===== src/rtl/lbpfm_pkg.sv =====
// Shared types and constants for the LRU buffer pool frame manager.
`default_nettype none

package lbpfm_pkg;

    localparam int TABLE_W = 16;
    localparam int PAGE_W  = 32;
    localparam int FRAME_W = 4;
    localparam int CFG_W   = 5;
    localparam logic [CFG_W-1:0] CFG_RESET = 5'd16;

    typedef enum logic [1:0] {
        ACT_FETCH     = 2'd0,
        ACT_UNPIN     = 2'd1,
        ACT_FLUSH     = 2'd2,
        ACT_FLUSH_ALL = 2'd3
    } t_action;

    typedef enum logic [2:0] {
        KIND_HIT      = 3'd0,
        KIND_LOAD     = 3'd1,
        KIND_WB       = 3'd2,
        KIND_DONE     = 3'd3,
        KIND_FULL     = 3'd4,
        KIND_NOTRES   = 3'd5
    } t_kind;

    typedef enum logic [2:0] {
        ST_IDLE,
        ST_LOOK,
        ST_SRCH,
        ST_LOAD,
        ST_FLA,
        ST_DONE
    } t_state;

    typedef struct packed {
        t_action              action;
        logic [TABLE_W-1:0]   req_table;
        logic [PAGE_W-1:0]    req_page;
        logic                 mark_dirty;
    } t_req;

    typedef struct packed {
        t_kind                kind;
        logic [TABLE_W-1:0]   out_table;
        logic [PAGE_W-1:0]    out_page;
        logic [FRAME_W-1:0]   frame;
        logic                 last;
    } t_result;

    // Operations broadcast from the controller to every frame cell.
    typedef struct packed {
        logic touch;
        logic drop;
        logic load;
        logic inc_pin;
        logic dec_pin;
        logic set_dirty;
        logic clr_dirty;
    } t_cell_op;

endpackage

`default_nettype wire


===== src/rtl/lbpfm_cell.sv =====
// One frame cell: holds a frame's page, pin count, dirty mark and rank, and one search stage.
`default_nettype none

module lbpfm_cell
    import lbpfm_pkg::*;
#(
    parameter int POOL_FRAMES    = 16,
    parameter int PIN_COUNT_BITS = 8,
    parameter int ID             = 0,
    localparam int IW = $clog2(POOL_FRAMES)
) (
    input  wire logic                      i_clk,
    input  wire logic                      i_rst_n,
    input  wire t_cell_op                  i_op,
    input  wire logic [IW-1:0]             i_tgt,
    input  wire logic [IW-1:0]             i_rank_ref,
    input  wire logic [TABLE_W-1:0]        i_table,
    input  wire logic [PAGE_W-1:0]         i_page,
    input  wire logic                      i_vf,
    input  wire logic [IW-1:0]             i_vr,
    input  wire logic [IW-1:0]             i_vi,
    input  wire logic                      i_ff,
    input  wire logic [IW-1:0]             i_fi,
    output logic                           o_vf,
    output logic [IW-1:0]                  o_vr,
    output logic [IW-1:0]                  o_vi,
    output logic                           o_ff,
    output logic [IW-1:0]                  o_fi,
    output logic                           o_valid,
    output logic [TABLE_W-1:0]             o_table,
    output logic [PAGE_W-1:0]              o_page,
    output logic [PIN_COUNT_BITS-1:0]      o_pin,
    output logic                           o_dirty,
    output logic [IW-1:0]                  o_rank,
    output logic                           o_hit
);

    localparam logic [PIN_COUNT_BITS-1:0] PIN_MAX = '1;
    localparam logic [IW-1:0] MY_IDX = IW'(ID);

    logic                      r_valid, n_valid;
    logic [TABLE_W-1:0]        r_table, n_table;
    logic [PAGE_W-1:0]         r_page, n_page;
    logic [PIN_COUNT_BITS-1:0] r_pin, n_pin;
    logic                      r_dirty, n_dirty;
    logic [IW-1:0]             r_rank, n_rank;
    logic                      r_vf, r_ff;
    logic [IW-1:0]             r_vr, r_vi, r_fi;
    logic                      sel, cand, take;

    assign sel  = (i_tgt == MY_IDX);
    assign cand = r_valid && (r_pin == '0);
    assign take = cand && (!i_vf || (r_rank > i_vr));

    always_comb begin
        n_valid = r_valid;
        n_table = r_table;
        n_page  = r_page;
        n_pin   = r_pin;
        n_dirty = r_dirty;
        n_rank  = r_rank;
        if (i_op.touch) begin
            if (sel) begin
                n_rank = '0;
            end else if (r_valid && (r_rank < i_rank_ref)) begin
                n_rank = r_rank + 1'b1;
            end
        end
        if (i_op.drop) begin
            if (sel) begin
                n_valid = 1'b0;
            end else if (r_valid && (r_rank > i_rank_ref)) begin
                n_rank = r_rank - 1'b1;
            end
        end
        if (sel) begin
            if (i_op.load) begin
                n_valid = 1'b1;
                n_table = i_table;
                n_page  = i_page;
                n_pin   = PIN_COUNT_BITS'(1);
                n_dirty = 1'b0;
            end
            if (i_op.inc_pin && (r_pin != PIN_MAX)) begin
                n_pin = r_pin + 1'b1;
            end
            if (i_op.dec_pin && (r_pin != '0)) begin
                n_pin = r_pin - 1'b1;
            end
            if (i_op.set_dirty) begin
                n_dirty = 1'b1;
            end
            if (i_op.clr_dirty) begin
                n_dirty = 1'b0;
            end
        end
    end

    always_ff @(posedge i_clk) begin
        if (!i_rst_n) begin
            r_valid <= 1'b0;
            r_pin   <= '0;
            r_dirty <= 1'b0;
            r_vf    <= 1'b0;
            r_ff    <= 1'b0;
        end else begin
            r_valid <= n_valid;
            r_pin   <= n_pin;
            r_dirty <= n_dirty;
            r_vf    <= i_vf || cand;
            r_ff    <= i_ff || !r_valid;
        end
    end

    // The search record moves one cell further every cycle.
    always_ff @(posedge i_clk) begin
        r_table <= n_table;
        r_page  <= n_page;
        r_rank  <= n_rank;
        r_vr    <= take ? r_rank : i_vr;
        r_vi    <= take ? MY_IDX : i_vi;
        r_fi    <= (!i_ff && !r_valid) ? MY_IDX : i_fi;
    end

    assign o_vf    = r_vf;
    assign o_vr    = r_vr;
    assign o_vi    = r_vi;
    assign o_ff    = r_ff;
    assign o_fi    = r_fi;
    assign o_valid = r_valid;
    assign o_table = r_table;
    assign o_page  = r_page;
    assign o_pin   = r_pin;
    assign o_dirty = r_dirty;
    assign o_rank  = r_rank;
    assign o_hit   = r_valid && (r_table == i_table) && (r_page == i_page);

endmodule

`default_nettype wire


===== src/rtl/lru_buffer_pool_frame_manager.sv =====
// Top level of the LRU buffer pool frame manager: frame cell chain and request controller.
`default_nettype none

// A request is taken when start is high and busy is low; results come out one per
// cycle on o_result, marked by o_strobe, and the receiver cannot hold them off.
// On a miss, with or without a write-back of the victim, the victim and free frame
// search walks down the chain of POOL_FRAMES cells, one cell per cycle. A miss on a
// full pool with every page pinned ends in a KIND_FULL result.
// Flush-all scans every frame, one per cycle.

module lru_buffer_pool_frame_manager
    import lbpfm_pkg::*;
#(
    parameter int POOL_FRAMES    = 16,
    parameter int PIN_COUNT_BITS = 8
) (
    input  wire logic             i_clk,
    input  wire logic             i_rst_n,
    input  wire logic             start,
    output logic                  busy,
    input  wire t_req             i_req,
    input  wire logic             i_cfg_we,
    input  wire logic [CFG_W-1:0] i_cfg_data,
    output logic                  o_strobe,
    output t_result               o_result
);

    localparam int IW = $clog2(POOL_FRAMES);
    localparam int OW = $clog2(POOL_FRAMES + 1);
    localparam logic [IW-1:0] LAST_IDX = IW'(POOL_FRAMES - 1);

    logic                      s_valid [POOL_FRAMES];
    logic [TABLE_W-1:0]        s_table [POOL_FRAMES];
    logic [PAGE_W-1:0]         s_page  [POOL_FRAMES];
    logic [PIN_COUNT_BITS-1:0] s_pin   [POOL_FRAMES];
    logic                      s_dirty [POOL_FRAMES];
    logic [IW-1:0]             s_rank  [POOL_FRAMES];
    logic                      s_hit   [POOL_FRAMES];

    logic          c_vf [POOL_FRAMES+1];
    logic [IW-1:0] c_vr [POOL_FRAMES+1];
    logic [IW-1:0] c_vi [POOL_FRAMES+1];
    logic          c_ff [POOL_FRAMES+1];
    logic [IW-1:0] c_fi [POOL_FRAMES+1];

    t_state            r_state, n_state;
    t_req              r_req, n_req;
    logic [CFG_W-1:0]  r_cfg;
    logic [OW-1:0]     r_occ, n_occ;
    logic [IW-1:0]     r_cnt, n_cnt;
    logic [IW-1:0]     r_load, n_load;
    logic [FRAME_W-1:0] r_done_frame, n_done_frame;
    logic              r_strobe, n_strobe;
    t_result           r_res, n_res;

    t_cell_op          op;
    logic [IW-1:0]     tgt;
    logic [IW-1:0]     rank_ref;
    logic              hit_any;
    logic [IW-1:0]     hit_idx;
    logic [OW-1:0]     limit;

    function automatic logic [FRAME_W-1:0] to_frame(input logic [IW-1:0] idx);
        logic [IW+FRAME_W-1:0] wide;
        wide = {{FRAME_W{1'b0}}, idx};
        return wide[FRAME_W-1:0];
    endfunction

    assign c_vf[0] = 1'b0;
    assign c_vr[0] = '0;
    assign c_vi[0] = '0;
    assign c_ff[0] = 1'b0;
    assign c_fi[0] = '0;

    for (genvar g = 0; g < POOL_FRAMES; g++) begin : g_cell
        lbpfm_cell #(
            .POOL_FRAMES    (POOL_FRAMES),
            .PIN_COUNT_BITS (PIN_COUNT_BITS),
            .ID             (g)
        ) u_cell (
            .i_clk      (i_clk),
            .i_rst_n    (i_rst_n),
            .i_op       (op),
            .i_tgt      (tgt),
            .i_rank_ref (rank_ref),
            .i_table    (r_req.req_table),
            .i_page     (r_req.req_page),
            .i_vf       (c_vf[g]),
            .i_vr       (c_vr[g]),
            .i_vi       (c_vi[g]),
            .i_ff       (c_ff[g]),
            .i_fi       (c_fi[g]),
            .o_vf       (c_vf[g+1]),
            .o_vr       (c_vr[g+1]),
            .o_vi       (c_vi[g+1]),
            .o_ff       (c_ff[g+1]),
            .o_fi       (c_fi[g+1]),
            .o_valid    (s_valid[g]),
            .o_table    (s_table[g]),
            .o_page     (s_page[g]),
            .o_pin      (s_pin[g]),
            .o_dirty    (s_dirty[g]),
            .o_rank     (s_rank[g]),
            .o_hit      (s_hit[g])
        );
    end

    // At most one cell matches, so an OR of the indexes encodes it.
    always_comb begin
        hit_any = 1'b0;
        hit_idx = '0;
        for (int i = 0; i < POOL_FRAMES; i++) begin
            if (s_hit[i]) begin
                hit_any = 1'b1;
                hit_idx = hit_idx | IW'(i);
            end
        end
    end

    always_comb begin
        if (r_cfg == '0) begin
            limit = OW'(1);
        end else if (32'(r_cfg) > POOL_FRAMES) begin
            limit = OW'(POOL_FRAMES);
        end else begin
            limit = OW'(r_cfg);
        end
    end

    always_comb begin
        n_state      = r_state;
        n_req        = r_req;
        n_occ        = r_occ;
        n_cnt        = r_cnt;
        n_load       = r_load;
        n_done_frame = r_done_frame;
        n_strobe     = 1'b0;
        n_res        = r_res;
        op           = '0;
        tgt          = hit_idx;
        rank_ref     = '0;
        case (r_state)
            ST_IDLE: begin
                if (start) begin
                    n_req   = i_req;
                    n_state = ST_LOOK;
                end
            end
            ST_LOOK: begin
                n_res.out_table = r_req.req_table;
                n_res.out_page  = r_req.req_page;
                n_res.frame     = to_frame(hit_idx);
                n_res.last      = 1'b1;
                n_state         = ST_IDLE;
                case (r_req.action)
                    ACT_FETCH: begin
                        if (hit_any) begin
                            op.inc_pin = 1'b1;
                            op.touch   = 1'b1;
                            rank_ref   = s_rank[hit_idx];
                            n_strobe   = 1'b1;
                            n_res.kind = KIND_HIT;
                        end else begin
                            n_cnt   = '0;
                            n_state = ST_SRCH;
                        end
                    end
                    ACT_FLUSH_ALL: begin
                        n_cnt   = '0;
                        n_state = ST_FLA;
                    end
                    default: begin
                        n_strobe = 1'b1;
                        if (!hit_any) begin
                            n_res.kind  = KIND_NOTRES;
                            n_res.frame = '0;
                        end else if (r_req.action == ACT_UNPIN) begin
                            op.dec_pin   = 1'b1;
                            op.set_dirty = r_req.mark_dirty && (s_pin[hit_idx] != '0);
                            n_res.kind   = KIND_DONE;
                        end else if (s_dirty[hit_idx]) begin
                            op.clr_dirty = 1'b1;
                            n_res.kind   = KIND_WB;
                            n_res.last   = 1'b0;
                            n_done_frame = to_frame(hit_idx);
                            n_state      = ST_DONE;
                        end else begin
                            n_res.kind = KIND_DONE;
                        end
                    end
                endcase
            end
            ST_SRCH: begin
                tgt = c_vi[POOL_FRAMES];
                if (r_cnt != LAST_IDX) begin
                    n_cnt = r_cnt + 1'b1;
                end else if (r_occ >= limit) begin
                    if (!c_vf[POOL_FRAMES]) begin
                        n_strobe        = 1'b1;
                        n_res.kind      = KIND_FULL;
                        n_res.out_table = r_req.req_table;
                        n_res.out_page  = r_req.req_page;
                        n_res.frame     = '0;
                        n_res.last      = 1'b1;
                        n_state         = ST_IDLE;
                    end else begin
                        if (s_dirty[c_vi[POOL_FRAMES]]) begin
                            n_strobe        = 1'b1;
                            n_res.kind      = KIND_WB;
                            n_res.out_table = s_table[c_vi[POOL_FRAMES]];
                            n_res.out_page  = s_page[c_vi[POOL_FRAMES]];
                            n_res.frame     = to_frame(c_vi[POOL_FRAMES]);
                            n_res.last      = 1'b0;
                        end
                        op.drop  = 1'b1;
                        rank_ref = s_rank[c_vi[POOL_FRAMES]];
                        n_occ    = r_occ - 1'b1;
                        // The freed frame competes with any frame that was already free.
                        if (c_ff[POOL_FRAMES] && (c_fi[POOL_FRAMES] < c_vi[POOL_FRAMES])) begin
                            n_load = c_fi[POOL_FRAMES];
                        end else begin
                            n_load = c_vi[POOL_FRAMES];
                        end
                        n_state = ST_LOAD;
                    end
                end else begin
                    n_load  = c_fi[POOL_FRAMES];
                    n_state = ST_LOAD;
                end
            end
            ST_LOAD: begin
                tgt             = r_load;
                op.load         = 1'b1;
                op.touch        = 1'b1;
                rank_ref        = r_occ[IW-1:0];
                n_occ           = r_occ + 1'b1;
                n_strobe        = 1'b1;
                n_res.kind      = KIND_LOAD;
                n_res.out_table = r_req.req_table;
                n_res.out_page  = r_req.req_page;
                n_res.frame     = to_frame(r_load);
                n_res.last      = 1'b1;
                n_state         = ST_IDLE;
            end
            ST_FLA: begin
                tgt = r_cnt;
                if (s_valid[r_cnt] && s_dirty[r_cnt]) begin
                    op.clr_dirty    = 1'b1;
                    n_strobe        = 1'b1;
                    n_res.kind      = KIND_WB;
                    n_res.out_table = s_table[r_cnt];
                    n_res.out_page  = s_page[r_cnt];
                    n_res.frame     = to_frame(r_cnt);
                    n_res.last      = 1'b0;
                end
                if (r_cnt == LAST_IDX) begin
                    n_state = ST_DONE;
                end else begin
                    n_cnt = r_cnt + 1'b1;
                end
            end
            ST_DONE: begin
                n_strobe   = 1'b1;
                n_res.kind = KIND_DONE;
                n_res.last = 1'b1;
                if (r_req.action == ACT_FLUSH_ALL) begin
                    n_res.out_table = '0;
                    n_res.out_page  = '0;
                    n_res.frame     = '0;
                end else begin
                    n_res.out_table = r_req.req_table;
                    n_res.out_page  = r_req.req_page;
                    n_res.frame     = r_done_frame;
                end
                n_state = ST_IDLE;
            end
            default: begin
                n_state = ST_IDLE;
            end
        endcase
    end

    always_ff @(posedge i_clk) begin
        if (!i_rst_n) begin
            r_state  <= ST_IDLE;
            r_occ    <= '0;
            r_strobe <= 1'b0;
            r_cfg    <= CFG_RESET;
        end else begin
            r_state  <= n_state;
            r_occ    <= n_occ;
            r_strobe <= n_strobe;
            if (i_cfg_we) begin
                r_cfg <= i_cfg_data;
            end
        end
    end

    always_ff @(posedge i_clk) begin
        r_req        <= n_req;
        r_cnt        <= n_cnt;
        r_load       <= n_load;
        r_done_frame <= n_done_frame;
        r_res        <= n_res;
    end

    assign busy     = (r_state != ST_IDLE);
    assign o_strobe = r_strobe;
    assign o_result = r_res;

endmodule

`default_nettype wire


===== config.mk =====
export PLATFORM = sky130hd
export DESIGN_NAME = lru_buffer_pool_frame_manager
export DESIGN_NICKNAME = d
export VERILOG_FILES = /design/src/rtl/lbpfm_pkg.sv /design/src/rtl/lbpfm_cell.sv /design/src/rtl/lru_buffer_pool_frame_manager.sv
export SDC_FILE = /design/constraint.sdc
export NUM_CORES = 2
export LEC_CHECK = 0
export BUFFER_PORTS_ARGS = -buffer_cell sky130_fd_sc_hd__buf_2
export CAP_MARGIN = 10
export CORE_UTILIZATION = 40
export DETAILED_ROUTE_END_ITERATION = 7
export SLEW_MARGIN = 0
export SYNTH_ARGS = -nofsm -noshare
export SYNTH_HDL_FRONTEND = slang
export SYNTH_SLANG_ARGS = --single-unit

===== constraint.sdc =====
create_clock -name i_clk -period 5.45 [get_ports i_clk]
set_input_delay 1.09 -clock i_clk [delete_from_list [all_inputs] [get_ports i_clk]]
set_output_delay 1.09 -clock i_clk [all_outputs]
set_load 0.02 [all_outputs]

==> impl_metrics.env <==
export IMPL_numCtsBuffers=160
export IMPL_wl_per_cell_um=42.8
export IMPL_place_hpwl_um=387000
export IMPL_die_area_um2=202000
export IMPL_status="finished with violations"
export IMPL_crit_path_top_delay_cell="nor4_4"
export IMPL_synth_edf_count=887
export IMPL_ys_top_cells_by_count="887 x edfxtp_1, 506 x mux4_2, 433 x nand2_1, 428 x dfxtp_1, 398 x xnor2_1"
export IMPL_grt_pass1_wl_um=651000
export IMPL_cp_arrival_ns=6.66
export IMPL_totalWireLength_um=494000
export IMPL_slew_headroom=0.166
export IMPL_ios=118
export IMPL_end_kind="flop"
export IMPL_via_per_inst=6.56
export IMPL_die_h_um=449
export IMPL_hp_class="in -> reg"
export IMPL_synth_seq_cells=1315
export IMPL_grt_overflow_total=0
export IMPL_h_tree_depth=4
export IMPL_final_setup_worst_slack_ns=-0.450
export IMPL_grt_usage=0.481
export IMPL_hold_viol=0
export IMPL_cts_tree="yes"
export IMPL_fin_crit_sh=1.08
export IMPL_reg2reg_to="g_cell[10].u_cell.o_rank[1]"
export IMPL_slowest_delay_ns=0.85
export IMPL_holdPathEnd="r_req[48]"
export IMPL_drv_cap=0
export IMPL_grt_pass1_vias=71953
export IMPL_r2r_slack_ns=-0.45
export IMPL_grt_antenna_before_repair=67
export IMPL_path_max_fanout=8
export IMPL_drt_initial_drc_count=11429
export IMPL_dpl_cell_area_um2=98300
export IMPL_ys_flop_type="edfxtp_1"
export IMPL_syn_num_nets=7277
export IMPL_initial_core_util=0.404
export IMPL_fp_dieW_um=449
export IMPL_synth_cell_types=112
export IMPL_fp_row_count=163
export IMPL_clock_fmax_mhz=169
export IMPL_post_route_drc_count=6
export IMPL_place_ws_ns=-0.910
export IMPL_fin_util=0.540
export IMPL_synthTopCellsByArea="edfxtp_1 33%, mux4_2 14%, dfxtp_1 11%, xnor2_1 4.4%, ha_1 3.4%"
export IMPL_synth_top_cell_area_share=0.333
export IMPL_finClkSkew_ns=0.0552
export IMPL_drive_gt1_frac=0.371
export IMPL_layout_cells_non_filler=11555
export IMPL_clk_pin_slew_worst_paths_ns=0.06
export IMPL_syn_area_um2=80000
export IMPL_startpoint_type="flop"
export IMPL_cellLeakagePower_nw=39.6
export IMPL_path_class="reg -> reg"
export IMPL_firstDrtPassIters=8
export IMPL_port_buffers=117
export IMPL_rsz0062_at_grt="yes"
export IMPL_stdcell_area_um2=107000
export IMPL_vdd_drop_max_v=0.000333
export IMPL_holdPathStages=1
export IMPL_clk_insertion_delay_late_ns=0.88
export IMPL_cts_sinks=1315
export IMPL_globalplace_congestion=1.19
export IMPL_worst_pin_slew_ns=1.25
export IMPL_ys_warn_count=0
export IMPL_dp_cells=11155
export IMPL_crit_required_ns=6.21
export IMPL_violations="DRC, setup timing"
export IMPL_setup_viol=98
export IMPL_yosysTopAreaCell="edfxtp_1"
export IMPL_worst_r2r_cell_count=25
export IMPL_cts_path_max_buffers=3
export IMPL_yosysSeqAreaShare=0.440
export IMPL_min_period_ns=5.90
export IMPL_coreArea_um2=198000
export IMPL_r2r_start="r_req[48]"
export IMPL_ant_nets=0
export IMPL_yosysMostFrequentCell="edfxtp_1"
export IMPL_synth_area_per_cell_um2=11.4
export IMPL_vias=75840
export IMPL_root_buffer="clkbuf_16"
export IMPL_pwr_density_cell_nw_per_um2=279
export IMPL_syn_inst=6996
export IMPL_async_flop_share=0
export IMPL_syn2layout_area_growth_pct=33.7
export IMPL_grt_max_degree=86
export IMPL_layout_nets=9020
export IMPL_drv_slew=0
export IMPL_min_delay_start="i_req[48]"
## layout by cell type (no fill, tap or decap), types with 39 or more instances in the layout
cell / netlist / routed
a211oi_1: 46 / 44
a21oi_1: 259 / 223
a22oi_1: 74 / 70
and3_1: 88 / 87
buf_12: 0 / 178
buf_2: 118 / 116
buf_4: 13 / 1659
buf_6: 9 / 44
clkbuf_16: 0 / 168
dfxtp_1: 428 / 425
edfxtp_1: 887 / 887
ha_1: 220 / 188
inv_1: 264 / 246
mux2i_1: 111 / 111
mux4_2: 506 / 506
nand2_1: 433 / 421
nand2b_1: 226 / 223
nand3_1: 199 / 190
nand4_1: 232 / 232
nor2_1: 283 / 262
nor2b_1: 65 / 62
nor3_1: 186 / 169
nor4_1: 141 / 120
o21ai_0: 284 / 240
o22ai_1: 56 / 44
o31ai_1: 40 / 39
or2_2: 71 / 67
or3_1: 59 / 59
xnor2_1: 398 / 352
xnor2_2: 4 / 45
xor2_1: 283 / 248
## area by class of cell
type / instances / area, um2
antenna: 38 / 95.1
clock buffer: 198 / 4470
clock inverter: 102 / 1250
fill: 17161 / 91000
inverter: 269 / 1020
multi-input combinational: 4989 / 44500
sequential: 1315 / 35200
tap: 2640 / 3300
timing repair buffer: 2004 / 17200
## per-layer routing
metal	GRT usage	share of wire
met2	0.722	0.43
met5	0	0.00047
met4	0.449	0.12
met1	0.542	0.34
met3	0.152	0.11
## timing repair
| item | in CTS | in global routing |
|---|---|---|
| buffers inserted | 44 | 19 |
| resized for setup | 284 | 185 |
| setup endpoints to repair | 701 | 342 |
| hold buffers | 0 | 0 |
| cloned | 2 | 0 |
| pin swaps | 83 | 98 |
## cells by family (layout without fill, tap and decap cells)
family,after synthesis,after routing,synth area share
AO/OA/AOI/OAI,1239,1239,0.106
XOR/XNOR,685,685,0.0753
adder cells (fa/ha/maj),221,221,0.0346
buffers and inverters,692,2573,0.0358
flip-flops,1315,1315,0.440
multiplexers,651,651,0.161
other,0,38,0
AND/OR/NAND/NOR,2193,2193,0.148
## registers in the layout (all words and copies together) (netlist names), 51 cells and up
register	count
r_req	51
g_cell.u_cell.o_table	256
g_cell.u_cell.o_page	512
g_cell.u_cell.o_rank	64
g_cell.u_cell.o_pin	128
o_result	56
g_cell.u_cell.o_vr	60
## worst max-delay path by stage
stage,to,from,cells after the start,slack [ns]
floorplan,g_cell[15].u_cell.o_rank[3],r_req[37],25,0.02
global placement,g_cell[8].u_cell.o_rank[3],r_req[1],28,-0.88
detailed placement,g_cell[12].u_cell.o_rank[2],r_req[1],28,-0.91
CTS,g_cell[15].u_cell.o_rank[3],r_req[2],25,-0.19
global route,g_cell[5].u_cell.o_rank[1],r_req[2],27,-0.57
finish,g_cell[10].u_cell.o_rank[1],r_req[48],25,-0.45
## critical path: cells and delay by family, from the launching register on
kind	cells	cell delay, ns
mux	4	0.63
xor+xnor	1	0.29
fa+ha+maj	1	0.26
compound gates	5	1.17
flops	1	0.42
buf+inv	7	1.16
simple gates	7	1.81
## power by group
group,total [mW],internal (mW),switching [mW]
sequential,11.1,11.0,0.152
combinational,6.96,2.54,4.42
clock,11.7,6.74,4.98
## per-stage QoR
step	hold WS (ns)	total power, mW	TNS (ns)
CTS	0.374	29.5	-5.78
global route	0.375	30.1	-27.46
global placement	0.395	17.9	-195.92
floorplan	0.386	13.9	0
finish	0.397	29.8	-19.47
detailed placement	0.398	17.9	-179.06
Note: power is estimated with default switching activity, not from simulation.
